==> config.mk <==
export PLATFORM = sky130hd
export DESIGN_NAME = dihedral_angle_flat
export DESIGN_NICKNAME = d
export VERILOG_FILES = /design/src/rtl/dha_pkg.sv /design/src/rtl/dha_stream_if.sv /design/src/rtl/dha_front.sv /design/src/rtl/dha_sqrt.sv /design/src/rtl/dha_geom.sv /design/src/rtl/dha_cordic.sv /design/src/rtl/dihedral_angle.sv /design/src/flat_wrapper.sv
export SDC_FILE = /design/constraint.sdc
export NUM_CORES = 1
export LEC_CHECK = 0
export BUFFER_PORTS_ARGS = -buffer_cell sky130_fd_sc_hd__buf_2
export CORE_MARGIN = 2
export CORE_UTILIZATION = 55
export DETAILED_ROUTE_END_ITERATION = 16
export PLACE_DENSITY = 0.74
export REMOVE_ABC_BUFFERS = 1
export SLEW_MARGIN = 10
export SYNTH_ARGS = -nofsm -noshare
export SYNTH_HDL_FRONTEND = slang
export SYNTH_SLANG_ARGS = --single-unit
==> constraint.sdc <==
create_clock -name clk -period 2 [get_ports clk]
set_input_delay 0.3 -clock clk [delete_from_list [all_inputs] [get_ports clk]]
set_output_delay 0.3 -clock clk [all_outputs]
set_load 0.05 [all_outputs]
==> src/rtl/dha_pkg.sv <==
// ----------------------------------------------------------------------------
// dha_pkg
// Types and fixed constants shared by the dihedral angle pipeline.
// ----------------------------------------------------------------------------
package dha_pkg;

	localparam int CW_IN  = 32;   // input coordinate width
	localparam int BW     = 33;   // bond vector component
	localparam int MW     = 32;   // bond component magnitude
	localparam int LW     = 5;    // leading-one index of a magnitude
	localparam int RED_LO = 13;   // reduced vectors lie in [2^13, 2^14)
	localparam int RMW    = 14;   // reduced magnitude
	localparam int RW     = 15;   // reduced component, signed
	localparam int PW     = 30;   // cross product terms and normals
	localparam int SQW    = 28;   // square of a reduced component
	localparam int SSW    = 30;   // |b2|^2
	localparam int RADW   = 40;   // sqrt radicand
	localparam int ROOTW  = 20;   // sqrt root
	localparam int SQRT_PER    = 4;
	localparam int SQRT_STAGES = ROOTW / SQRT_PER;
	localparam int XPW    = 59;   // n1[k]*n2[k]
	localparam int XSW    = 61;   // n1.n2
	localparam int TPW    = 44;   // n1[k]*b3[k]
	localparam int TSW    = 46;   // n1.b3
	localparam int TMW    = 45;   // |n1.b3|
	localparam int TLO    = 23;   // low split of |t|
	localparam int AW     = 60;   // CORDIC input magnitudes before scaling
	localparam int ALW    = 6;    // leading-one index of AW
	localparam int CNORM  = 29;   // scaled larger side lies in [2^29, 2^30)
	localparam int CIW    = 30;
	localparam int CXW    = 34;   // CORDIC x, y
	localparam int ZW     = 33;   // CORDIC angle accumulator
	localparam int CORDIC_STEPS  = 30;
	localparam int CORDIC_PER    = 3;
	localparam int CORDIC_STAGES = CORDIC_STEPS / CORDIC_PER;

	localparam logic [31:0] PI_Q30      = 32'd3373259426;
	localparam logic [31:0] HALF_PI_Q30 = 32'd1686629713;

	localparam logic [31:0] ATAN_Q30 [CORDIC_STEPS] = '{
		32'h3243F6A8, 32'h1DAC6705, 32'h0FADBAFC, 32'h07F56EA6, 32'h03FEAB76,
		32'h01FFD55B, 32'h00FFFAAA, 32'h007FFF55, 32'h003FFFEA, 32'h001FFFFD,
		32'h000FFFFF, 32'h0007FFFF, 32'h0003FFFF, 32'h0001FFFF, 32'h0000FFFF,
		32'h00007FFF, 32'h00003FFF, 32'h00001FFF, 32'h00000FFF, 32'h000007FF,
		32'h000003FF, 32'h000001FF, 32'h000000FF, 32'h0000007F, 32'h0000003F,
		32'h0000001F, 32'h0000000F, 32'h00000008, 32'h00000004, 32'h00000002
	};

	typedef struct packed {
		logic signed [CW_IN-1:0] p1_x;
		logic signed [CW_IN-1:0] p1_y;
		logic signed [CW_IN-1:0] p1_z;
		logic signed [CW_IN-1:0] p2_x;
		logic signed [CW_IN-1:0] p2_y;
		logic signed [CW_IN-1:0] p2_z;
		logic signed [CW_IN-1:0] p3_x;
		logic signed [CW_IN-1:0] p3_y;
		logic signed [CW_IN-1:0] p3_z;
		logic signed [CW_IN-1:0] p4_x;
		logic signed [CW_IN-1:0] p4_y;
		logic signed [CW_IN-1:0] p4_z;
	} points_t;

	typedef struct packed {
		logic signed [15:0] torsion;
		logic               degenerate;
	} angle_t;

	typedef struct packed {
		logic degen;
		logic x_neg;
		logic t_neg;
	} flags_t;

endpackage

==> src/rtl/dha_stream_if.sv <==
// ----------------------------------------------------------------------------
// dha_stream_if
// Valid/ready channel carrying one payload per transaction.
// ----------------------------------------------------------------------------
interface dha_stream_if #(parameter type T = logic) ();
	logic valid;
	logic ready;
	T     data;

	modport source(output valid, output data, input ready);
	modport sink(input valid, input data, output ready);
endinterface

==> src/rtl/dha_front.sv <==
// ----------------------------------------------------------------------------
// dha_front
// Bond vectors and per-vector power-of-two reduction (stages 1 to 4).
// ----------------------------------------------------------------------------
module dha_front (
	input  logic clk,
	input  logic arst_n,
	input  logic en,
	input  logic v_in,
	input  dha_pkg::points_t pts,
	output logic v_out,
	output logic signed [dha_pkg::RW-1:0] c [3][3]
);
	import dha_pkg::*;

	logic signed [CW_IN-1:0] pt [4][3];
	logic signed [BW-1:0]    b_s1 [3][3];
	logic [MW-1:0]           m_s2 [3][3];
	logic                    neg_s2 [3][3];
	logic [MW-1:0]           top_s2 [3];
	logic [MW-1:0]           m_s3 [3][3];
	logic                    neg_s3 [3][3];
	logic [LW-1:0]           lead_s3 [3];
	logic signed [RW-1:0]    c_s4 [3][3];
	logic                    v_s1, v_s2, v_s3, v_s4;

	always_comb begin
		pt[0][0] = pts.p1_x; pt[0][1] = pts.p1_y; pt[0][2] = pts.p1_z;
		pt[1][0] = pts.p2_x; pt[1][1] = pts.p2_y; pt[1][2] = pts.p2_z;
		pt[2][0] = pts.p3_x; pt[2][1] = pts.p3_y; pt[2][2] = pts.p3_z;
		pt[3][0] = pts.p4_x; pt[3][1] = pts.p4_y; pt[3][2] = pts.p4_z;
	end

	always_ff @(posedge clk or negedge arst_n) begin
		if (!arst_n) begin
			v_s1 <= 1'b0;
			v_s2 <= 1'b0;
			v_s3 <= 1'b0;
			v_s4 <= 1'b0;
		end else if (en) begin
			v_s1 <= v_in;
			v_s2 <= v_s1;
			v_s3 <= v_s2;
			v_s4 <= v_s3;
		end
	end

	always_ff @(posedge clk) begin
		if (en) begin
			for (int i = 0; i < 3; i++) begin
				for (int k = 0; k < 3; k++) begin
					b_s1[i][k] <= {pt[i+1][k][CW_IN-1], pt[i+1][k]}
						- {pt[i][k][CW_IN-1], pt[i][k]};
				end
			end
		end
	end

	// stage 2: magnitudes and the largest of each vector
	always_ff @(posedge clk) begin
		logic [MW-1:0] mg;
		logic [MW-1:0] tp;
		if (en) begin
			for (int i = 0; i < 3; i++) begin
				tp = '0;
				for (int k = 0; k < 3; k++) begin
					mg = b_s1[i][k][BW-1] ? MW'(-b_s1[i][k]) : MW'(b_s1[i][k]);
					m_s2[i][k]   <= mg;
					neg_s2[i][k] <= b_s1[i][k][BW-1];
					if (mg > tp)
						tp = mg;
				end
				top_s2[i] <= tp;
			end
		end
	end

	// stage 3: leading-one position of the largest magnitude
	always_ff @(posedge clk) begin
		logic [LW-1:0] ld;
		if (en) begin
			for (int i = 0; i < 3; i++) begin
				ld = '0;
				for (int j = 0; j < MW; j++) begin
					if (top_s2[i][j])
						ld = LW'(j);
				end
				lead_s3[i] <= ld;
				for (int k = 0; k < 3; k++) begin
					m_s3[i][k]   <= m_s2[i][k];
					neg_s3[i][k] <= neg_s2[i][k];
				end
			end
		end
	end

	// stage 4: truncating right shift or exact left shift, sign restored
	always_ff @(posedge clk) begin
		logic [MW-1:0] sh;
		logic [RW-1:0] r;
		if (en) begin
			for (int i = 0; i < 3; i++) begin
				for (int k = 0; k < 3; k++) begin
					if (lead_s3[i] >= LW'(RED_LO))
						sh = m_s3[i][k] >> (lead_s3[i] - LW'(RED_LO));
					else
						sh = m_s3[i][k] << (LW'(RED_LO) - lead_s3[i]);
					r = {1'b0, sh[RMW-1:0]};
					c_s4[i][k] <= neg_s3[i][k] ? -$signed(r) : $signed(r);
				end
			end
		end
	end

	assign v_out = v_s4;
	assign c     = c_s4;
endmodule

==> src/rtl/dha_sqrt.sv <==
// ----------------------------------------------------------------------------
// dha_sqrt
// Pipelined integer square root, a few result bits per stage.
// ----------------------------------------------------------------------------
module dha_sqrt (
	input  logic clk,
	input  logic en,
	input  logic [dha_pkg::RADW-1:0] rad,
	output logic [dha_pkg::ROOTW-1:0] root
);
	import dha_pkg::*;

	localparam int REMW = ROOTW + 3;

	logic [RADW-1:0]  rad_s  [SQRT_STAGES+1];
	logic [REMW-1:0]  rem_s  [SQRT_STAGES+1];
	logic [ROOTW-1:0] root_s [SQRT_STAGES+1];

	assign rad_s[0]  = rad;
	assign rem_s[0]  = '0;
	assign root_s[0] = '0;

	for (genvar g = 0; g < SQRT_STAGES; g++) begin : g_stage
		logic [RADW-1:0]  rd;
		logic [REMW-1:0]  rm;
		logic [ROOTW-1:0] rt;
		logic [REMW-1:0]  trial;

		always_comb begin
			rd = rad_s[g];
			rm = rem_s[g];
			rt = root_s[g];
			trial = '0;
			for (int j = 0; j < SQRT_PER; j++) begin
				rm    = {rm[REMW-3:0], rd[RADW-1 -: 2]};
				rd    = {rd[RADW-3:0], 2'b00};
				trial = {1'b0, rt, 2'b01};
				if (rm >= trial) begin
					rm = rm - trial;
					rt = {rt[ROOTW-2:0], 1'b1};
				end else begin
					rt = {rt[ROOTW-2:0], 1'b0};
				end
			end
		end

		always_ff @(posedge clk) begin
			if (en) begin
				rad_s[g+1]  <= rd;
				rem_s[g+1]  <= rm;
				root_s[g+1] <= rt;
			end
		end
	end

	assign root = root_s[SQRT_STAGES];
endmodule

==> src/rtl/dha_geom.sv <==
// ----------------------------------------------------------------------------
// dha_geom
// Normals, dot and triple products, |b2| and the opposite side (stages 5-13).
// ----------------------------------------------------------------------------
module dha_geom (
	input  logic clk,
	input  logic arst_n,
	input  logic en,
	input  logic v_in,
	input  logic signed [dha_pkg::RW-1:0] c [3][3],
	output logic v_out,
	output logic [dha_pkg::AW-1:0] ax,
	output logic [dha_pkg::AW-1:0] ay,
	output dha_pkg::flags_t flags
);
	import dha_pkg::*;

	logic signed [PW-1:0]  pa_s5 [2][3];
	logic signed [PW-1:0]  pb_s5 [2][3];
	logic [SQW-1:0]        sq_s5 [3];
	logic signed [RW-1:0]  c2_s5 [3];
	logic signed [PW-1:0]  n_s6 [2][3];
	logic [SSW-1:0]        ss_s6;
	logic signed [RW-1:0]  c2_s6 [3];
	logic                  dg_s6, dg_s7, dg_s8, dg_s9, dg_s10, dg_s11;
	logic signed [XPW-1:0] xp_s7 [3];
	logic signed [TPW-1:0] tp_s7 [3];
	logic signed [XSW-1:0] x_s8, x_s9, x_s10, x_s11;
	logic signed [TSW-1:0] t_s8, t_s9, t_s10, t_s11;
	logic [AW-1:0]         xm_s12, ax_s13, ay_s13;
	logic [ROOTW+TLO-1:0]  pl_s12;
	logic [ROOTW+TMW-TLO-1:0] ph_s12;
	flags_t                fl_s12, fl_s13;
	logic [ROOTW-1:0]      root;
	logic [TMW-1:0]        tm;
	logic [63:0]           prod;
	logic [PW-1:0]         nz1, nz2;
	logic                  v_s5, v_s6, v_s7, v_s8, v_s9, v_s10, v_s11, v_s12, v_s13;

	always_ff @(posedge clk or negedge arst_n) begin
		if (!arst_n) begin
			v_s5  <= 1'b0; v_s6  <= 1'b0; v_s7  <= 1'b0;
			v_s8  <= 1'b0; v_s9  <= 1'b0; v_s10 <= 1'b0;
			v_s11 <= 1'b0; v_s12 <= 1'b0; v_s13 <= 1'b0;
		end else if (en) begin
			v_s5  <= v_in;  v_s6  <= v_s5;  v_s7  <= v_s6;
			v_s8  <= v_s7;  v_s9  <= v_s8;  v_s10 <= v_s9;
			v_s11 <= v_s10; v_s12 <= v_s11; v_s13 <= v_s12;
		end
	end

	// stage 5: cross product terms, n1 = c0 x c1, n2 = c1 x c2, and squares of c1
	always_ff @(posedge clk) begin
		logic signed [PW-1:0] sqp;
		if (en) begin
			for (int j = 0; j < 2; j++) begin
				for (int k = 0; k < 3; k++) begin
					pa_s5[j][k] <= c[j][(k+1)%3] * c[j+1][(k+2)%3];
					pb_s5[j][k] <= c[j][(k+2)%3] * c[j+1][(k+1)%3];
				end
			end
			for (int k = 0; k < 3; k++) begin
				sqp = c[1][k] * c[1][k];
				sq_s5[k] <= sqp[SQW-1:0];
				c2_s5[k] <= c[2][k];
			end
		end
	end

	always_comb begin
		for (int k = 0; k < 3; k++) begin
			nz1[k] = (pa_s5[0][k] != pb_s5[0][k]);
			nz2[k] = (pb_s5[1][k] != pa_s5[1][k]);
		end
		nz1[PW-1:3] = '0;
		nz2[PW-1:3] = '0;
	end

	// stage 6: normals and |b2|^2
	always_ff @(posedge clk) begin
		if (en) begin
			for (int j = 0; j < 2; j++)
				for (int k = 0; k < 3; k++)
					n_s6[j][k] <= pa_s5[j][k] - pb_s5[j][k];
			ss_s6 <= SSW'(sq_s5[0]) + SSW'(sq_s5[1]) + SSW'(sq_s5[2]);
			dg_s6 <= (nz1 == '0) || (nz2 == '0);
			c2_s6 <= c2_s5;
		end
	end

	dha_sqrt u_sqrt (
		.clk  (clk),
		.en   (en),
		.rad  ({2'b00, ss_s6, 8'h00}),
		.root (root)
	);

	// stage 7: dot product terms
	always_ff @(posedge clk) begin
		if (en) begin
			for (int k = 0; k < 3; k++) begin
				xp_s7[k] <= n_s6[0][k] * n_s6[1][k];
				tp_s7[k] <= n_s6[0][k] * c2_s6[k];
			end
			dg_s7 <= dg_s6;
		end
	end

	// stage 8: sums, then wait for the root
	always_ff @(posedge clk) begin
		if (en) begin
			x_s8   <= XSW'(xp_s7[0]) + XSW'(xp_s7[1]) + XSW'(xp_s7[2]);
			t_s8   <= TSW'(tp_s7[0]) + TSW'(tp_s7[1]) + TSW'(tp_s7[2]);
			dg_s8  <= dg_s7;
			x_s9   <= x_s8;  t_s9  <= t_s8;  dg_s9  <= dg_s8;
			x_s10  <= x_s9;  t_s10 <= t_s9;  dg_s10 <= dg_s9;
			x_s11  <= x_s10; t_s11 <= t_s10; dg_s11 <= dg_s10;
		end
	end

	assign tm = t_s11[TSW-1] ? TMW'(-t_s11) : TMW'(t_s11);

	// stage 12: s * |t| split in two partial products
	always_ff @(posedge clk) begin
		if (en) begin
			xm_s12 <= x_s11[XSW-1] ? AW'(-x_s11) : AW'(x_s11);
			pl_s12 <= root * tm[TLO-1:0];
			ph_s12 <= root * tm[TMW-1:TLO];
			fl_s12 <= '{degen: dg_s11, x_neg: x_s11[XSW-1], t_neg: t_s11[TSW-1]};
		end
	end

	assign prod = (64'(ph_s12) << TLO) + 64'(pl_s12);

	// stage 13: y = s * |t| / 16
	always_ff @(posedge clk) begin
		if (en) begin
			ax_s13 <= xm_s12;
			ay_s13 <= prod[63:4];
			fl_s13 <= fl_s12;
		end
	end

	assign v_out = v_s13;
	assign ax    = ax_s13;
	assign ay    = ay_s13;
	assign flags = fl_s13;
endmodule

==> src/rtl/dha_cordic.sv <==
// ----------------------------------------------------------------------------
// dha_cordic
// Scaling, vectoring CORDIC and angle finish (stages 14 to 27).
// ----------------------------------------------------------------------------
module dha_cordic #(
	parameter int ANGLE_FRAC_BITS = 13
) (
	input  logic clk,
	input  logic arst_n,
	input  logic en,
	input  logic v_in,
	input  logic [dha_pkg::AW-1:0] ax,
	input  logic [dha_pkg::AW-1:0] ay,
	input  dha_pkg::flags_t flags,
	output logic v_out,
	output dha_pkg::angle_t res
);
	import dha_pkg::*;

	localparam int SH = 30 - ANGLE_FRAC_BITS;

	logic [AW-1:0]  ax_s14, ay_s14, top_s14, ax_s15, ay_s15;
	logic [ALW-1:0] lead_s15;
	flags_t         fl_s14, fl_s15;
	logic           v_s14, v_s15;
	logic [ALW-1:0] ld;
	logic [AW-1:0]  sx, sy;

	logic signed [CXW-1:0] cx_s [CORDIC_STAGES+1];
	logic signed [CXW-1:0] cy_s [CORDIC_STAGES+1];
	logic signed [ZW-1:0]  cz_s [CORDIC_STAGES+1];
	flags_t                cf_s [CORDIC_STAGES+1];
	logic                  cv_s [CORDIC_STAGES+1];

	angle_t        res_q;
	logic          v_q;
	logic [31:0]   zc, ang;
	logic [33:0]   rsum;
	logic [15:0]   q;
	angle_t        res_d;

	always_ff @(posedge clk or negedge arst_n) begin
		if (!arst_n) begin
			v_s14 <= 1'b0;
			v_s15 <= 1'b0;
			for (int g = 0; g <= CORDIC_STAGES; g++)
				cv_s[g] <= 1'b0;
			v_q <= 1'b0;
		end else if (en) begin
			v_s14   <= v_in;
			v_s15   <= v_s14;
			cv_s[0] <= v_s15;
			for (int g = 0; g < CORDIC_STAGES; g++)
				cv_s[g+1] <= cv_s[g];
			v_q <= cv_s[CORDIC_STAGES];
		end
	end

	always_comb begin
		ld = '0;
		for (int j = 0; j < AW; j++) begin
			if (top_s14[j])
				ld = ALW'(j);
		end
	end

	always_ff @(posedge clk) begin
		if (en) begin
			ax_s14   <= ax;
			ay_s14   <= ay;
			top_s14  <= (ax > ay) ? ax : ay;
			fl_s14   <= flags;
			ax_s15   <= ax_s14;
			ay_s15   <= ay_s14;
			lead_s15 <= ld;
			fl_s15   <= fl_s14;
		end
	end

	// scale both sides together so that the larger lies in [2^29, 2^30)
	always_comb begin
		if (lead_s15 >= ALW'(CNORM)) begin
			sx = ax_s15 >> (lead_s15 - ALW'(CNORM));
			sy = ay_s15 >> (lead_s15 - ALW'(CNORM));
		end else begin
			sx = ax_s15 << (ALW'(CNORM) - lead_s15);
			sy = ay_s15 << (ALW'(CNORM) - lead_s15);
		end
	end

	always_ff @(posedge clk) begin
		if (en) begin
			cx_s[0] <= $signed(CXW'(sx[CIW-1:0]));
			cy_s[0] <= $signed(CXW'(sy[CIW-1:0]));
			cz_s[0] <= '0;
			cf_s[0] <= fl_s15;
		end
	end

	for (genvar g = 0; g < CORDIC_STAGES; g++) begin : g_rot
		logic signed [CXW-1:0] xn, yn, dx, dy;
		logic signed [ZW-1:0]  zn, at;

		always_comb begin
			xn = cx_s[g];
			yn = cy_s[g];
			zn = cz_s[g];
			dx = '0;
			dy = '0;
			at = '0;
			for (int j = 0; j < CORDIC_PER; j++) begin
				dx = yn >>> (g * CORDIC_PER + j);
				dy = xn >>> (g * CORDIC_PER + j);
				at = $signed(ZW'(ATAN_Q30[g * CORDIC_PER + j]));
				if (yn > 0) begin
					xn = xn + dx;
					yn = yn - dy;
					zn = zn + at;
				end else if (yn < 0) begin
					xn = xn - dx;
					yn = yn + dy;
					zn = zn - at;
				end
			end
		end

		always_ff @(posedge clk) begin
			if (en) begin
				cx_s[g+1] <= xn;
				cy_s[g+1] <= yn;
				cz_s[g+1] <= zn;
				cf_s[g+1] <= cf_s[g];
			end
		end
	end

	// clamp to [0, pi/2], mirror for a negative cosine, round, apply sign
	always_comb begin
		if (cz_s[CORDIC_STAGES][ZW-1])
			zc = '0;
		else if (cz_s[CORDIC_STAGES] > $signed({1'b0, HALF_PI_Q30}))
			zc = HALF_PI_Q30;
		else
			zc = cz_s[CORDIC_STAGES][31:0];
		ang  = cf_s[CORDIC_STAGES].x_neg ? (PI_Q30 - zc) : zc;
		rsum = {2'b00, ang} + (34'(1) << (SH - 1));
		q    = 16'(rsum >> SH);
		if (cf_s[CORDIC_STAGES].degen) begin
			res_d.torsion    = '0;
			res_d.degenerate = 1'b1;
		end else begin
			res_d.torsion    = cf_s[CORDIC_STAGES].t_neg ? $signed(16'd0 - q) : $signed(q);
			res_d.degenerate = 1'b0;
		end
	end

	always_ff @(posedge clk) begin
		if (en)
			res_q <= res_d;
	end

	assign v_out = v_q;
	assign res   = res_q;
endmodule

==> src/rtl/dihedral_angle.sv <==
// ----------------------------------------------------------------------------
// dihedral_angle
// Signed torsion angle of four 3-D points, fully pipelined.
// ----------------------------------------------------------------------------
// Usage:
//   points : valid/ready sink, one transaction carries p1..p4 as signed Q16.16.
//   angle  : valid/ready source, one transaction per input transaction, in
//            order: torsion in radians (ANGLE_FRAC_BITS fraction bits) and the
//            degenerate flag, set with torsion 0 when a plane normal is zero.
// Throughput is one transaction per cycle while no result waits untaken. The
// stages from input transaction to result valid: bond reduction 4, normals,
// dot products and the pipelined square root of |b2| 9, scaling 3, ten CORDIC
// stages of three rotations each, and the output register.
// All stages share one advance enable, which is high whenever the output
// register is empty or being taken. When the receiver holds ready low with a
// result waiting, the whole pipe freezes and points.ready drops; nothing is
// lost or repeated. Reset clears every stage valid bit; no result is shown
// until a new input transaction has gone through.
// ----------------------------------------------------------------------------
module dihedral_angle #(
	parameter int ANGLE_FRAC_BITS = 13
) (
	input logic         clk,
	input logic         arst_n,
	dha_stream_if.sink   points,
	dha_stream_if.source angle
);
	import dha_pkg::*;

	logic                 en;
	logic                 v_f, v_g;
	logic signed [RW-1:0] c [3][3];
	logic [AW-1:0]        ax, ay;
	flags_t               fl;

	assign en           = !angle.valid || angle.ready;
	assign points.ready = en;

	dha_front u_front (
		.clk    (clk),
		.arst_n (arst_n),
		.en     (en),
		.v_in   (points.valid),
		.pts    (points.data),
		.v_out  (v_f),
		.c      (c)
	);

	dha_geom u_geom (
		.clk    (clk),
		.arst_n (arst_n),
		.en     (en),
		.v_in   (v_f),
		.c      (c),
		.v_out  (v_g),
		.ax     (ax),
		.ay     (ay),
		.flags  (fl)
	);

	dha_cordic #(
		.ANGLE_FRAC_BITS (ANGLE_FRAC_BITS)
	) u_cordic (
		.clk    (clk),
		.arst_n (arst_n),
		.en     (en),
		.v_in   (v_g),
		.ax     (ax),
		.ay     (ay),
		.flags  (fl),
		.v_out  (angle.valid),
		.res    (angle.data)
	);
endmodule
==> src/flat_wrapper.sv <==
// flat-port wrapper written by rule: the top's interface ports become plain ports
module dihedral_angle_flat import dha_pkg::*;
#(
	parameter int ANGLE_FRAC_BITS = 13
)
  (clk, arst_n, points_valid, points_data, points_ready, angle_valid, angle_data, angle_ready);
  dha_stream_if points_i ();
  dha_stream_if angle_i ();
  input logic clk;
  input logic arst_n;
  input wire logic [$bits(points_i.valid)-1:0] points_valid;
  input wire logic [$bits(points_i.data)-1:0] points_data;
  output wire logic [$bits(points_i.ready)-1:0] points_ready;
  output wire logic [$bits(angle_i.valid)-1:0] angle_valid;
  output wire logic [$bits(angle_i.data)-1:0] angle_data;
  input wire logic [$bits(angle_i.ready)-1:0] angle_ready;
  assign points_i.valid = points_valid;
  assign points_i.data = points_data;
  assign points_ready = points_i.ready;
  assign angle_valid = angle_i.valid;
  assign angle_data = angle_i.data;
  assign angle_i.ready = angle_ready;
  dihedral_angle #(.ANGLE_FRAC_BITS(ANGLE_FRAC_BITS)) u_core (.clk(clk), .arst_n(arst_n), .points(points_i), .angle(angle_i));
endmodule
==> results_dict.tcl <==
set metrics [dict create \
    grt_max_degree 29 \
    cts_tree "built" \
    globalplace.congestion 0.672 \
    max_freq_ghz 0.564 \
    drc_errors 0 \
    p_per_area_nw_per_um2 1600 \
    num_antenna_cells 0 \
    vias_per_cell 4.86 \
    postSynthAreaPerCell_sq_um 18.6 \
    yosysWarnings 0 \
    largest_register_ffs 11 \
    maxUsedRoutingLayer "met4" \
    clk_pin_slew_ns 0.13 \
    arrival_ns 1.47 \
    fp-row-count 16 \
    outcome "completed" \
    wl_met2_um 518 \
    worst_pin_slew_ns 0.564 \
    grt_usage_pct 11.7 \
    period_share_pct 88.6 \
    combPwrFrac_pct 35.6 \
    p_seq_share_pct 52.2 \
    port_buffers 5 \
    cp.required_ns 1.70 \
    layout_setup_ws_ns 0.227 \
    critPathCaptureType "output port" \
    wire_per_inst_um 13.1 \
    synth_cells 60 \
    power_frac_clock_pct 12.2 \
    clk_path_buf_depth 2 \
    fill_cells 156 \
    final_core_util_pct 59.5 \
    met3_wirelength_um 32 \
    die_w_um 49.1 \
    start_kind "flip-flop" \
    wirelength_mm 1.22 \
    area_growth_pct 3.36 \
    root_buffer "clkbuf_4" \
    final_common_cell "dfrtp_1" \
    postRouteAntennaNets 0 \
    p_switching_uw 517 \
    synth.yosys.seq_area_share_pct 60.4 \
    synth_seq_cells 27 \
    grt_pass1_vias 441 \
    final_area_sq_um 1160 \
    antenna_found_initial 0 \
    max_slew_margin_pct 62.4 \
    drt_iter0_drc 2 \
    clock_latency_ns 0.32 \
    hold_class "in -> reg" \
    coreArea_sq_um 1940 \
    ctsHtreeMaxLevel 1 \
    placed_cell_area_sq_um 1120 \
    fp.dieArea_sq_um 2410 \
    cap_violations 0 \
    hold_violations 0 \
    drv_slew 0 \
    irDropWorstVdd_mv 0.864 \
    p_int_mw 1.33 \
    overflow 0 \
    final_nets 72 \
    dp_slack_ns 0.560 \
    wl_met1_um 653 \
    grt_pass1_wl_mm 2.06 \
    cts.sinks 27 \
    rsz0062_at_grt "false" \
    dr.pass1.iters 2 \
    cts_made_buffers 3 \
    num_io_pins 8 \
    period_minus_slack_ns 1.77 \
    crit_fanout 28 \
    finClkSkew_ns 0.00315 \
    ys_types 9 \
    max_flop_register "u_core.u_cordic.cv_s" \
    cts_resized 0 \
    drive_gt1_share_pct 54.5 \
    initial_core_util_pct 57.6 \
    num_vias 452 \
    syn-cell-area_sq_um 1120 \
    layout_common_cells "dfrtp_1 (27), mux2_4 (18), mux2_2 (8), buf_2 (5), clkbuf_4 (3)" \
    p_sw_share_pct 28.0 \
    setup_viol 0 \
    fin_tns_setup_ns 0 \
    dieHeight_um 49.1 \
    leakage_nw 0.558 \
    criticalPathCategory "reg -> out" \
]
[per-layer routing]
layer / vias up / GRT usage [%]
met5: - / 0
met4: 0 / 7.14
met3: 2 / 3.68
met2: 9 / 15.8
met1: 224 / 16.5
li1: 217 / -
[per-stage QoR]
step | std cells | total power, mW | hold WS, ns
final | 93 | 1.84 | 0.207
after floorplan | 56 | 1.52 | 0.00441
after global routing | 93 | 1.96 | 0.205
after detailed placement | 88 | 1.64 | 0.330
after global placement | 88 | 1.61 | 0.324
after CTS | 93 | 1.87 | 0.198
[power by group through the flow]
stage	combinational [mW]	sequential, mW	clock [mW]
2_1_floorplan	0.551	0.971	0
3_3_place_gp	0.639	0.971	0
3_5_place_dp	0.658	0.981	0
4_1_cts	0.669	0.967	0.232
5_1_grt	0.706	0.998	0.255
6_report	0.657	0.963	0.225
[critical path: stages, from the launching register on]
cell,delay (ns)
dfrtp_1,0.43
nand2b_4,0.36
buf_2,0.35
[path summary, 6_finish.rpt]
| kind | from | depth (start not counted) | slack [ns] | endpoint |
|---|---|---|---|---|
| worst max-delay path | u_core.u_cordic.v_out$_DFFE_PN0P_ | 2 | 0.23 | points_ready |
| worst min-delay path | points_valid | 2 | 0.21 | u_core.u_front.v_s1$_DFFE_PN0P_ |
| worst max register to register | u_core.u_cordic.v_out$_DFFE_PN0P_ | 2 | 0.71 | u_core.u_cordic.cv_s[8]$_DFFE_PN0P_ |
| worst min register to register | u_core.u_cordic.cv_s[0]$_DFFE_PN0P_ | 1 | 0.48 | u_core.u_cordic.v_out$_DFFE_PN0P_ |
| max in group asynchronous | arst_n | 2 | 1.15 | u_core.u_cordic.cv_s[2]$_DFFE_PN0P_ |
| min in group asynchronous | arst_n | 2 | 0.48 | u_core.u_geom.v_s9$_DFFE_PN0P_ |
[cell usage after synthesis]
cell / n / share of area (%)
nand2b_4: 1 / 1.2
nand2b_1: 1 / 0.56
mux2_4: 18 / 24
buf_12: 2 / 3.6
mux2_2: 8 / 8.1
conb_1: 1 / 0.34
dfrtp_1: 27 / 60
buf_4: 1 / 0.67
buf_6: 1 / 1.0
[cells by family after synthesis]
group | after synthesis | share of synthesized area [%]
DFF | 27 | 60.4
muxes | 26 | 32.2
buffers and inverters | 4 | 5.26
and+or+nand+nor | 2 | 1.79
other | 1 | 0.335
[cell type report]
type                            instances  area [sq um]  area share (%)
Clock buffer                            3          22.5            1.95
Timing Repair Buffer                    6          35.0            3.03
Multi-Input combinational cell         29           384            33.2
Sequential cell                        27           676            58.4
Clock inverter                          1          5.00           0.433
Tap cell                               27          33.8            2.92
[repair_timing]
| action | CTS | global route |
|---|---|---|
| hold endpoints to repair | 27 | 0 |
| hold buffers | 1 | 0 |
| setup endpoints to repair | 0 | 0 |
| buffers inserted | 0 | 0 |
No activity file was read; power rests on OpenSTA's default activity.
